$ cat src/rtl/pnc_queue.sv
// ============================================================================
// pnc_queue: short word queue between front and back
// Register array with read and write pointers and a fill count.
// ============================================================================
module pnc_queue #(
    parameter int DATA_W = 8,
    parameter int DEPTH  = 4
) (
    input  logic              i_clk,
    input  logic              i_rst_n,
    input  logic              i_push,
    input  logic [DATA_W-1:0] i_data,
    output logic              o_full,
    input  logic              i_pop,
    output logic              o_valid,
    output logic [DATA_W-1:0] o_data
);

    localparam int AW = (DEPTH > 1) ? $clog2(DEPTH) : 1;
    localparam int CW = $clog2(DEPTH + 1);

    logic [DATA_W-1:0] r_mem [DEPTH];
    logic [AW-1:0]     r_wr;
    logic [AW-1:0]     r_rd;
    logic [CW-1:0]     r_cnt;
    logic              do_push;
    logic              do_pop;

    function automatic logic [AW-1:0] ptr_inc(input logic [AW-1:0] p);
        ptr_inc = (p == AW'(DEPTH - 1)) ? '0 : p + AW'(1);
    endfunction

    assign o_full  = (r_cnt == CW'(DEPTH));
    assign o_valid = (r_cnt != '0);
    assign o_data  = r_mem[r_rd];
    assign do_push = i_push && !o_full;
    assign do_pop  = i_pop && o_valid;

    always_ff @(posedge i_clk) begin
        if (do_push) begin
            r_mem[r_wr] <= i_data;
        end
    end

    always_ff @(posedge i_clk) begin
        if (!i_rst_n) begin
            r_wr  <= '0;
            r_rd  <= '0;
            r_cnt <= '0;
        end else begin
            if (do_push) begin
                r_wr <= ptr_inc(r_wr);
            end
            if (do_pop) begin
                r_rd <= ptr_inc(r_rd);
            end
            if (do_push && !do_pop) begin
                r_cnt <= r_cnt + CW'(1);
            end else if (do_pop && !do_push) begin
                r_cnt <= r_cnt - CW'(1);
            end
        end
    end

    // The front gates its push with full, so a push never meets a full queue
    a_no_push_full: assert property (@(posedge i_clk) disable iff (!i_rst_n)
        i_push |-> !o_full)
        else $error("pnc_queue: push into full queue");

    a_count_up: assert property (@(posedge i_clk) disable iff (!i_rst_n)
        (do_push && !do_pop) |=> (r_cnt == $past(r_cnt) + CW'(1)))
        else $error("pnc_queue: fill count did not advance on push");

endmodule

$ cat config.mk
export PLATFORM = sky130hd
export DESIGN_NAME = pnc_queue
export DESIGN_NICKNAME = d
export VERILOG_FILES = /design/src/rtl/pnc_queue.sv
export SDC_FILE = /design/constraint.sdc
export NUM_CORES = 1
export LEC_CHECK = 0
export BUFFER_PORTS_ARGS = -buffer_cell sky130_fd_sc_hd__buf_2
export CAP_MARGIN = 10
export CORE_ASPECT_RATIO = 0.75
export CORE_MARGIN = 10
export CORE_UTILIZATION = 43
export DETAILED_ROUTE_END_ITERATION = 10
export PLACE_DENSITY = 0.73
export SYNTH_ARGS = -nofsm -noshare
export SYNTH_HDL_FRONTEND = slang
export SYNTH_SLANG_ARGS = --single-unit
$ cat constraint.sdc
create_clock -name i_clk -period 2.31 [get_ports i_clk]
set_clock_uncertainty 0.1 [all_clocks]
set_input_delay 0 -clock i_clk [delete_from_list [all_inputs] [get_ports i_clk]]
set_output_delay 0 -clock i_clk [all_outputs]
set_load 0.01 [all_outputs]
==> results.tsv <==
metric	value	unit
place.gp.congestion	0.755	
syn_inst	93	
hold_start	i_pop	
worst_pin_slew	0.529	ns
r2r-end	r_cnt[2]	
post-route-util	54.2	%
initial_core_util	44.6	%
cts_made_buffers	5	
syn-num-nets	112	
io_pins	22	
grt-ovfl-total	0	
dp_hpwl	1900	um
synthArstFlopShare	0	%
end_kind	flop	
core	3660	um^2
maxCapViolCount	0	
fin_tns_setup	0	ns
finalHoldViolCount	0	
antenna_left	0	
route.detailed.drc	0	
grt_pass1_vias	938	
crit_arrival	2.32	ns
synth_area_leaders	edfxtp_1, dfxtp_1, mux4_2	
die-width	91.2	um
drt-wirelength-per-cell	15.2	um
r2r-start	r_cnt[1]	
yosysMostFrequentCell	edfxtp_1	
drt_iter0_drc	61	
ys_types	23	
antenna_found_initial	0	
hold_ws	0.0871	ns
diodes	0	
drv_slew	0	
first_pass_iters	4	
clk_path_buf_depth	2	
clk_latency	0.29	ns
finalSetupViolations	0	
r2r_setup_slack	0.11	ns
cts_root_buf	clkbuf_8	
rows	19	
fin_crit	2.20	ns
yosys_warnings	0	
synth_seq_cells	41	
max_freq	455	MHz
grtUsageTotal	8.56	%
vias	873	
io_buffers	21	
hold_depth	4	
grt_max_degree	14	
critPathLaunchType	flop	
relSlewSlack	64.7	%
grt_first_pass_wirelength	4340	um
crit_type	reg2reg	
viasPerCell	4.82	
ys.flop_type	edfxtp_1	
die_area	6690	um^2
hold_path.class	in2reg	
cts_tree	built	
fillCellCount	306	
timing.final.crit_share	95.1	%
cts_sinks	41	
htree_levels	2	
avgSynthCellArea	17.6	um^2
crit_fanout	5	
cts_setup_buffers	0	
synth_edf_count	32	
wirelength	2760	um
seq_area_frac_synth	69.9	%
die_height	73.4	um
peakVddDrop	0.000475	V
area_delta_synth_final	21.5	%
p_per_area	991	nW/um^2
cp.required	2.43	ns
synthTopCellsByCount	edfxtp_1, dfxtp_1, mux4_2, ha_1, nand2_1	
synthesis.area	1630	um^2
drive_gt1_share	32.6	%
status	complete, no violations	
fin_nets	147	
whs_endpoint	r_rd[1]	
synth_top_area_share	58.9	%
rr_worst_depth	8	
synth_top_area_cell	edfxtp_1	
clkTransAtPathRegs	0.08	ns
p_leak	0.000727	uW
[layer usage]
metal,global-route usage (%),up-vias,part of all wire [%]
met4,3.64,0,0.62
met2,13.9,18,52
met1,9.10,435,42
met3,4.78,2,5.3
met5,0,-,0
li1,-,418,-
[stage by stage]
step	instance area (um^2)	setup slack, ns	instances	total power (uW)
final	1980	0.114	181	1960
after global routing	1980	-0.00284	181	2090
after CTS	1980	0.0947	181	1980
after detailed placement	1800	0.0975	164	1530
after global placement	1800	0.245	164	1490
after floorplan	1630	0.121	93	1340
[cell usage in the layout (no fill, tap or decap)]
| master | instances |
|---|---|
| dfxtp_2 | 1 |
| mux4_2 | 8 |
| nand3_1 | 2 |
| o31ai_2 | 1 |
| dfxtp_1 | 8 |
| xnor2_1 | 1 |
| clkinv_4 | 1 |
| buf_4 | 2 |
| or3_1 | 1 |
| a21boi_0 | 1 |
| dlygate4sd3_1 | 9 |
| ha_1 | 6 |
| nor3b_2 | 1 |
| xor2_1 | 1 |
| or3_2 | 1 |
| clkinv_2 | 1 |
| clkbuf_8 | 5 |
| and2_1 | 5 |
| buf_2 | 21 |
| nand2_1 | 6 |
| nor2b_1 | 2 |
| o21ai_0 | 3 |
| inv_1 | 3 |
| mux2i_1 | 3 |
| nor2_1 | 2 |
| edfxtp_1 | 32 |
| fa_1 | 1 |
| clkinv_1 | 1 |
[worst max path at each step]
stage | startpoint | to | slack, ns | depth (start not counted)
6_report | r_cnt[1] | r_cnt[2] | 0.11 | 8
5_1_grt | r_cnt[1] | r_cnt[2] | -0.003 | 8
4_1_cts | r_cnt[1] | r_cnt[2] | 0.09 | 7
3_5_place_dp | r_cnt[0] | r_cnt[2] | 0.1 | 7
3_3_place_gp | r_cnt[0] | r_cnt[2] | 0.25 | 7
2_1_floorplan | r_cnt[0] | r_cnt[2] | 0.12 | 7
[layout make-up]
type                    instances  area, um^2  area share, %
multi-input cells              45         468           23.6
well taps                      52        65.1           3.28
inverters                       3        11.3          0.568
repair buffers                 32         210           10.6
clock inverters                 3        17.5          0.883
flip-flops and latches         41        1140           57.6
clock buffers                   5        68.8           3.47
[state kept, by name (all words and copies together) (netlist names), named ones only]
signal	count
r_cnt	3
r_mem	32
r_rd	2
r_wr	2
[report_power, final]
group,switching (uW),leakage [uW],internal (uW)
sequential,100,0.000368,909
clock,241,0.0000455,209
combinational,230,0.000313,275
[logic make-up after synthesis]
family,synth area share (%)
adder cells (fa/ha/maj),5.82
buffers and inverters,1.76
flip-flops,69.9
AO/OA/AOI/OAI,1.84
AND/OR/NAND/NOR,6.74
XOR/XNOR,1.07
multiplexers,12.9
[critical path, cell delays in order (launching register included)]
cell and delay [ns]:
dfxtp_1 0.47, nor3b_2 0.09, nor2b_1 0.19, ha_1 0.22, inv_1 0.07, fa_1 0.37
xor2_1 0.16, or3_1 0.30, a21boi_0 0.16
[what timing repair did]
item	CTS	global route
hold endpoints to repair	39	0
endpoints found under the setup margin	0	1
gates resized for setup	0	2
hold buffers	9	0
Note: power is estimated with default switching activity, not from simulation.
