File: src/rtl/pnc_pkg.sv
// ============================================================================
// pnc_pkg: shared types and constants for the Perlin cell sample core
// Field widths of the pixel and noise words, gradient codes and queue depth.
// ============================================================================
package pnc_pkg;

    // Pixel word field widths
    localparam int OFFSET_W = 8;
    localparam int SIZE_W   = 4;
    localparam int LEVEL_W  = 4;
    localparam int GRAD_W   = 2;
    localparam int GRADS_W  = 8 * GRAD_W;

    // Noise word
    localparam int NOISE_W   = 19;
    localparam int OUT_MAX   = 262143;
    localparam int OUT_MIN   = -262144;

    // Two's complement codes of one gradient component
    localparam logic [GRAD_W-1:0] GRAD_ZERO = 2'b00;
    localparam logic [GRAD_W-1:0] GRAD_POS  = 2'b01;
    localparam logic [GRAD_W-1:0] GRAD_NEG2 = 2'b10;
    localparam logic [GRAD_W-1:0] GRAD_NEG  = 2'b11;

    // Depth of the queue between front and back
    localparam int QUEUE_DEPTH = 4;

endpackage

File: src/rtl/pnc_if.sv
// ============================================================================
// pnc_if: stream channels of the Perlin cell sample core
// Pixel words in, noise words out; a word moves when valid and ready are high.
// ============================================================================
interface pnc_pix_if import pnc_pkg::*; ();
    logic                       valid;
    logic                       ready;
    logic        [OFFSET_W-1:0] offset_x;
    logic        [OFFSET_W-1:0] offset_y;
    logic        [SIZE_W-1:0]   size_log2;
    logic        [LEVEL_W-1:0]  octave_level;
    logic signed [GRAD_W-1:0]   grad_a_x;
    logic signed [GRAD_W-1:0]   grad_a_y;
    logic signed [GRAD_W-1:0]   grad_b_x;
    logic signed [GRAD_W-1:0]   grad_b_y;
    logic signed [GRAD_W-1:0]   grad_c_x;
    logic signed [GRAD_W-1:0]   grad_c_y;
    logic signed [GRAD_W-1:0]   grad_d_x;
    logic signed [GRAD_W-1:0]   grad_d_y;

    modport source (
        output valid, offset_x, offset_y, size_log2, octave_level,
               grad_a_x, grad_a_y, grad_b_x, grad_b_y,
               grad_c_x, grad_c_y, grad_d_x, grad_d_y,
        input  ready
    );
    modport sink (
        input  valid, offset_x, offset_y, size_log2, octave_level,
               grad_a_x, grad_a_y, grad_b_x, grad_b_y,
               grad_c_x, grad_c_y, grad_d_x, grad_d_y,
        output ready
    );
endinterface


File: src/rtl/pnc_front.sv
// ============================================================================
// pnc_front: pixel word intake and classification
// Clamp the cell size, mask the offsets and form the Q fractions of the cell.
// ============================================================================
module pnc_front import pnc_pkg::*; #(
    parameter int FRAC_BITS     = 16,
    parameter int MAX_SIZE_LOG2 = 8
) (
    pnc_pix_if.sink                i_pix,
    input  logic                   i_q_full,
    output logic                   o_push,
    output logic [FRAC_BITS-1:0]   o_tx,
    output logic [FRAC_BITS-1:0]   o_ty,
    output logic [LEVEL_W-1:0]     o_level,
    output logic [GRADS_W-1:0]     o_grads
);

    logic [SIZE_W-1:0]             size_sat;
    logic [OFFSET_W-1:0]           mask;
    logic [OFFSET_W-1:0]           ox;
    logic [OFFSET_W-1:0]           oy;
    logic [OFFSET_W+FRAC_BITS-1:0] x_wide;
    logic [OFFSET_W+FRAC_BITS-1:0] y_wide;

    assign i_pix.ready = !i_q_full;
    assign o_push      = i_pix.valid && !i_q_full;

    // Saturate oversized cells, then drop offset bits beyond the cell edge
    assign size_sat = (i_pix.size_log2 > SIZE_W'(MAX_SIZE_LOG2)) ?
                      SIZE_W'(MAX_SIZE_LOG2) : i_pix.size_log2;
    assign mask     = ~({OFFSET_W{1'b1}} << size_sat);
    assign ox       = i_pix.offset_x & mask;
    assign oy       = i_pix.offset_y & mask;

    // Fraction of the cell: offset / 2^size in Q.FRAC_BITS, always below one
    assign x_wide = {ox, {FRAC_BITS{1'b0}}} >> size_sat;
    assign y_wide = {oy, {FRAC_BITS{1'b0}}} >> size_sat;
    assign o_tx   = x_wide[FRAC_BITS-1:0];
    assign o_ty   = y_wide[FRAC_BITS-1:0];

    assign o_level = i_pix.octave_level;
    assign o_grads = {i_pix.grad_d_y, i_pix.grad_d_x, i_pix.grad_c_y, i_pix.grad_c_x,
                      i_pix.grad_b_y, i_pix.grad_b_x, i_pix.grad_a_y, i_pix.grad_a_x};

endmodule

File: src/flat_wrapper.sv
// flat-port wrapper written by rule: the top's interface ports become plain ports
module pnc_front_flat import pnc_pkg::*;
#(
    parameter int FRAC_BITS     = 16,
    parameter int MAX_SIZE_LOG2 = 8
)
  (i_q_full, o_push, o_tx, o_ty, o_level, o_grads, i_pix_valid, i_pix_offset_x, i_pix_offset_y, i_pix_size_log2, i_pix_octave_level, i_pix_grad_a_x, i_pix_grad_a_y, i_pix_grad_b_x, i_pix_grad_b_y, i_pix_grad_c_x, i_pix_grad_c_y, i_pix_grad_d_x, i_pix_grad_d_y, i_pix_ready);
  pnc_pix_if i_pix_i ();
  input  logic i_q_full;
  output logic o_push;
  output logic [FRAC_BITS-1:0] o_tx;
  output logic [FRAC_BITS-1:0] o_ty;
  output logic [LEVEL_W-1:0] o_level;
  output logic [GRADS_W-1:0] o_grads;
  input wire logic [$bits(i_pix_i.valid)-1:0] i_pix_valid;
  input wire logic [$bits(i_pix_i.offset_x)-1:0] i_pix_offset_x;
  input wire logic [$bits(i_pix_i.offset_y)-1:0] i_pix_offset_y;
  input wire logic [$bits(i_pix_i.size_log2)-1:0] i_pix_size_log2;
  input wire logic [$bits(i_pix_i.octave_level)-1:0] i_pix_octave_level;
  input wire logic [$bits(i_pix_i.grad_a_x)-1:0] i_pix_grad_a_x;
  input wire logic [$bits(i_pix_i.grad_a_y)-1:0] i_pix_grad_a_y;
  input wire logic [$bits(i_pix_i.grad_b_x)-1:0] i_pix_grad_b_x;
  input wire logic [$bits(i_pix_i.grad_b_y)-1:0] i_pix_grad_b_y;
  input wire logic [$bits(i_pix_i.grad_c_x)-1:0] i_pix_grad_c_x;
  input wire logic [$bits(i_pix_i.grad_c_y)-1:0] i_pix_grad_c_y;
  input wire logic [$bits(i_pix_i.grad_d_x)-1:0] i_pix_grad_d_x;
  input wire logic [$bits(i_pix_i.grad_d_y)-1:0] i_pix_grad_d_y;
  output wire logic [$bits(i_pix_i.ready)-1:0] i_pix_ready;
  assign i_pix_i.valid = i_pix_valid;
  assign i_pix_i.offset_x = i_pix_offset_x;
  assign i_pix_i.offset_y = i_pix_offset_y;
  assign i_pix_i.size_log2 = i_pix_size_log2;
  assign i_pix_i.octave_level = i_pix_octave_level;
  assign i_pix_i.grad_a_x = i_pix_grad_a_x;
  assign i_pix_i.grad_a_y = i_pix_grad_a_y;
  assign i_pix_i.grad_b_x = i_pix_grad_b_x;
  assign i_pix_i.grad_b_y = i_pix_grad_b_y;
  assign i_pix_i.grad_c_x = i_pix_grad_c_x;
  assign i_pix_i.grad_c_y = i_pix_grad_c_y;
  assign i_pix_i.grad_d_x = i_pix_grad_d_x;
  assign i_pix_i.grad_d_y = i_pix_grad_d_y;
  assign i_pix_ready = i_pix_i.ready;
  pnc_front #(.FRAC_BITS(FRAC_BITS), .MAX_SIZE_LOG2(MAX_SIZE_LOG2)) u_core (.i_pix(i_pix_i), .i_q_full(i_q_full), .o_push(o_push), .o_tx(o_tx), .o_ty(o_ty), .o_level(o_level), .o_grads(o_grads));
endmodule
File: config.mk
export PLATFORM = sky130hd
export DESIGN_NAME = pnc_front_flat
export DESIGN_NICKNAME = d
export VERILOG_FILES = /design/src/rtl/pnc_pkg.sv /design/src/rtl/pnc_if.sv /design/src/rtl/pnc_front.sv /design/src/flat_wrapper.sv
export SDC_FILE = /design/constraint.sdc
export NUM_CORES = 1
export LEC_CHECK = 0
export ABC_AREA = 1
export BUFFER_PORTS_ARGS = -buffer_cell sky130_fd_sc_hd__clkbuf_2
export CORE_MARGIN = 8
export CORE_UTILIZATION = 36
export DETAILED_ROUTE_END_ITERATION = 8
export PLACE_DENSITY = 0.94
export SYNTH_ARGS = -nofsm -noshare
export SYNTH_HDL_FRONTEND = slang
export SYNTH_SLANG_ARGS = --single-unit
File: constraint.sdc
create_clock -name vclk -period 1.4
set_clock_uncertainty 0.15 [all_clocks]
set_input_delay 0.21 -clock vclk [all_inputs]
set_output_delay 0.21 -clock vclk [all_outputs]
set_load 0.02 [all_outputs]
==> impl_metrics.csv <==
group,metric,value,unit
status,outcome,"complete, but fails checks",
status,violations,"negative setup slack",
yosys,synth_top_area_share,32.85,%
floorplanning,die_h,65.11,µm
layout,final_cells,239,
clock_tree,hold_buffers,0,
timing,holdWs,0.2700,ns
min_path,worstHoldPathType,"input pin to output port",
floorplanning,core_area,0.002255,mm²
layout,antenna_cells,0,
yosys,synth_cell_types,15,
pwr,finalPower,0.5737,mW
drt,vias,1349,
place,placed_area,0.001044,mm²
layout,final_core_util,65.09,%
timing,tns,-2.390,ns
place,port_buffers,40,
critical_path,worstPathCellList,"clkbuf_16 > inv_8 > buf_12 > nand2_4 > nor2_2 > nand2_1 > nand4_1 > clkbuf_8",
layout,area.sequential,0,µm²
layout,drive_gt1_share,51.66,%
critical_path,path_class,"input pin to output port",
place,dpl.cell_count,233,
critical_path,end_kind,"output port",
grt,grt-ovfl-total,0,
grt,grt_pass1_wl,6.285,mm
critical_path,cp-endpoint,"o_ty[14]",
yosys,netlist_instances,169,
grt,grt_max_degree,14,
critical_path,crit_required,1.04,ns
drt,drc_errors,0,
yosys,synth.cell_area,868.3,µm²
layout,clock_buffers,0,
timing,final_max_slew_viol_count,0,
layout,final_area,0.001468,mm²
critical_path,crit_path_max_fanout,8,
place,dp_hpwl,2.666,mm
critical_path,worstSetupStartpoint,"i_pix_size_log2[3]",
floorplanning,die_width,65.11,µm
layout,seq_cell_count,0,
layout,fin_nets,255,
grt,antenna_found_initial,0,
yosys,yosys.area.top_type,"buf_4",
floorplanning,rows,17,
timing,rsz0062_at_grt,"true",
critical_path,arrival,1.24,ns
drt,wl_per_cell,17.00,µm
drt,vias_per_cell,5.644,
layout,area_growth,69.02,%
timing,fin_crit_sh,114.6,%
yosys,ys_warn_count,0,
place,place_congestion,0.9732,
run,max-cap-violations,0,
critical_path,cpMaxStageDelayCell,"nor2_2",
critical_path,max_stage_delay,0.20,ns
grt,grt_pass1_vias,1328,
timing,clock.fmax,623.3,MHz
drt,drtPass1Iterations,4,
critical_path,critPathLaunchType,"input pin",
timing,setup_viol,16,
timing,layout_min_cycle_time,1.604,ns
yosys,synth_common_cells,"nand2_1 (53), buf_4 (38), nand3_1 (29), nor2_1 (10)",
pwr,p_leak,0.7725,nW
drt,dr.first_iter.drc_count,83,
floorplanning,dieArea,0.004239,mm²
yosys,syn_avg_cell_area,5.138,µm²
pwr,p_per_area,390.9,mW/mm²
place,dpl_worst_slack,-0.2932,ns
drt,drt-total-wl,4.064,mm
yosys,synth_area_leaders,"buf_4 (33%), nand2_1 (23%), nand3_1 (17%), nand4_1 (5.8%), o21ai_0 (4.6%)",
timing,hold_violations,0,
yosys,yosysSeqAreaShare,0,%
layout,fillerInstances,190,
timing,setup_slack,-0.2043,ns
grt,gr-usage-all-layers,17.63,%
floorplanning,ios,96,
pwr,irDropWorstVdd,0.2077,mV
drt,final_antenna_net_count,0,
yosys,synth_most_common_cell,"nand2_1",
floorplanning,start_util,38.51,%
[layer usage]
metal / wire length [µm] / vias to the layer above / track usage (%) / part of all wire, %
met2: 1887 / 128 / 30.31 / 46
met4: 301 / 0 / 8.174 / 7.4
met3: 481 / 38 / 3.051 / 12
met5: 0 / - / 0 / 0
li1: - / 598 / - / -
met1: 1394 / 585 / 20.81 / 34
[worst min-delay path by stage]
| stage | startpoint | end | slack [ns] | cells after the start |
|---|---|---|---|---|
| 6_report | i_pix_grad_d_y[1] | o_grads[15] | 0.27 | 0 |
| 5_1_grt | i_pix_octave_level[1] | o_level[1] | 0.27 | 0 |
| 4_1_cts | i_pix_grad_a_x[0] | o_grads[0] | 0.27 | 0 |
| 3_5_place_dp | i_pix_grad_a_x[0] | o_grads[0] | 0.27 | 0 |
| 3_3_place_gp | i_pix_grad_a_x[0] | o_grads[0] | 0.27 | 0 |
| 2_1_floorplan | i_q_full | i_pix_ready | 0.35 | 1 |
[cell usage in the layout, fill, tap and decap left out, drive strengths merged]
master / instances
a22o: 2
conb: 16
clkbuf: 33
o211ai: 2
nor2: 10
nand3: 29
nand2: 54
nand4: 8
buf: 34
o21ai: 11
inv: 12
[layout make-up]
class	instances	area [µm²]	area share (%)
multi-input combinational	132	782.0	53.28
timing repair buffer	67	580.6	39.56
inverter	12	70.07	4.774
tap	28	35.03	2.387
[worst max-delay path: cells and delay by family]
| family | cells | cell delay (ns) |
|---|---|---|
| buf+inv | 4 | 0.50 |
| simple gates | 4 | 0.53 |
[power breakdown]
part / total, mW / internal, mW / switching (mW) / leakage (nW)
registers: 0 / 0 / 0 / 0
logic: 0.574 / 0.241 / 0.333 / 0.772
clock network: 0 / 0 / 0 / 0
total: 0.574 / 0.241 / 0.333 / 0.772
[timing repair]
| action | 4_1_cts | 5_1_grt |
|---|---|---|
| pin swaps | 12 | 18 |
| resized for setup | 66 | 43 |
| endpoints found under the setup margin | 16 | 16 |
| buffers inserted | 4 | 2 |
[logic make-up (layout without fill, tap and decap cells)]
| kind of cell | Yosys count | count (layout) | share of synthesized area [%] |
|---|---|---|---|
| other | 1 | 16 | 0.4319 |
| AND/OR/NAND/NOR | 101 | 101 | 50.43 |
| buffers and inverters | 52 | 79 | 39.05 |
| AO/OA/AOI/OAI | 15 | 15 | 10.09 |
No activity file was read; power rests on OpenSTA's default activity.
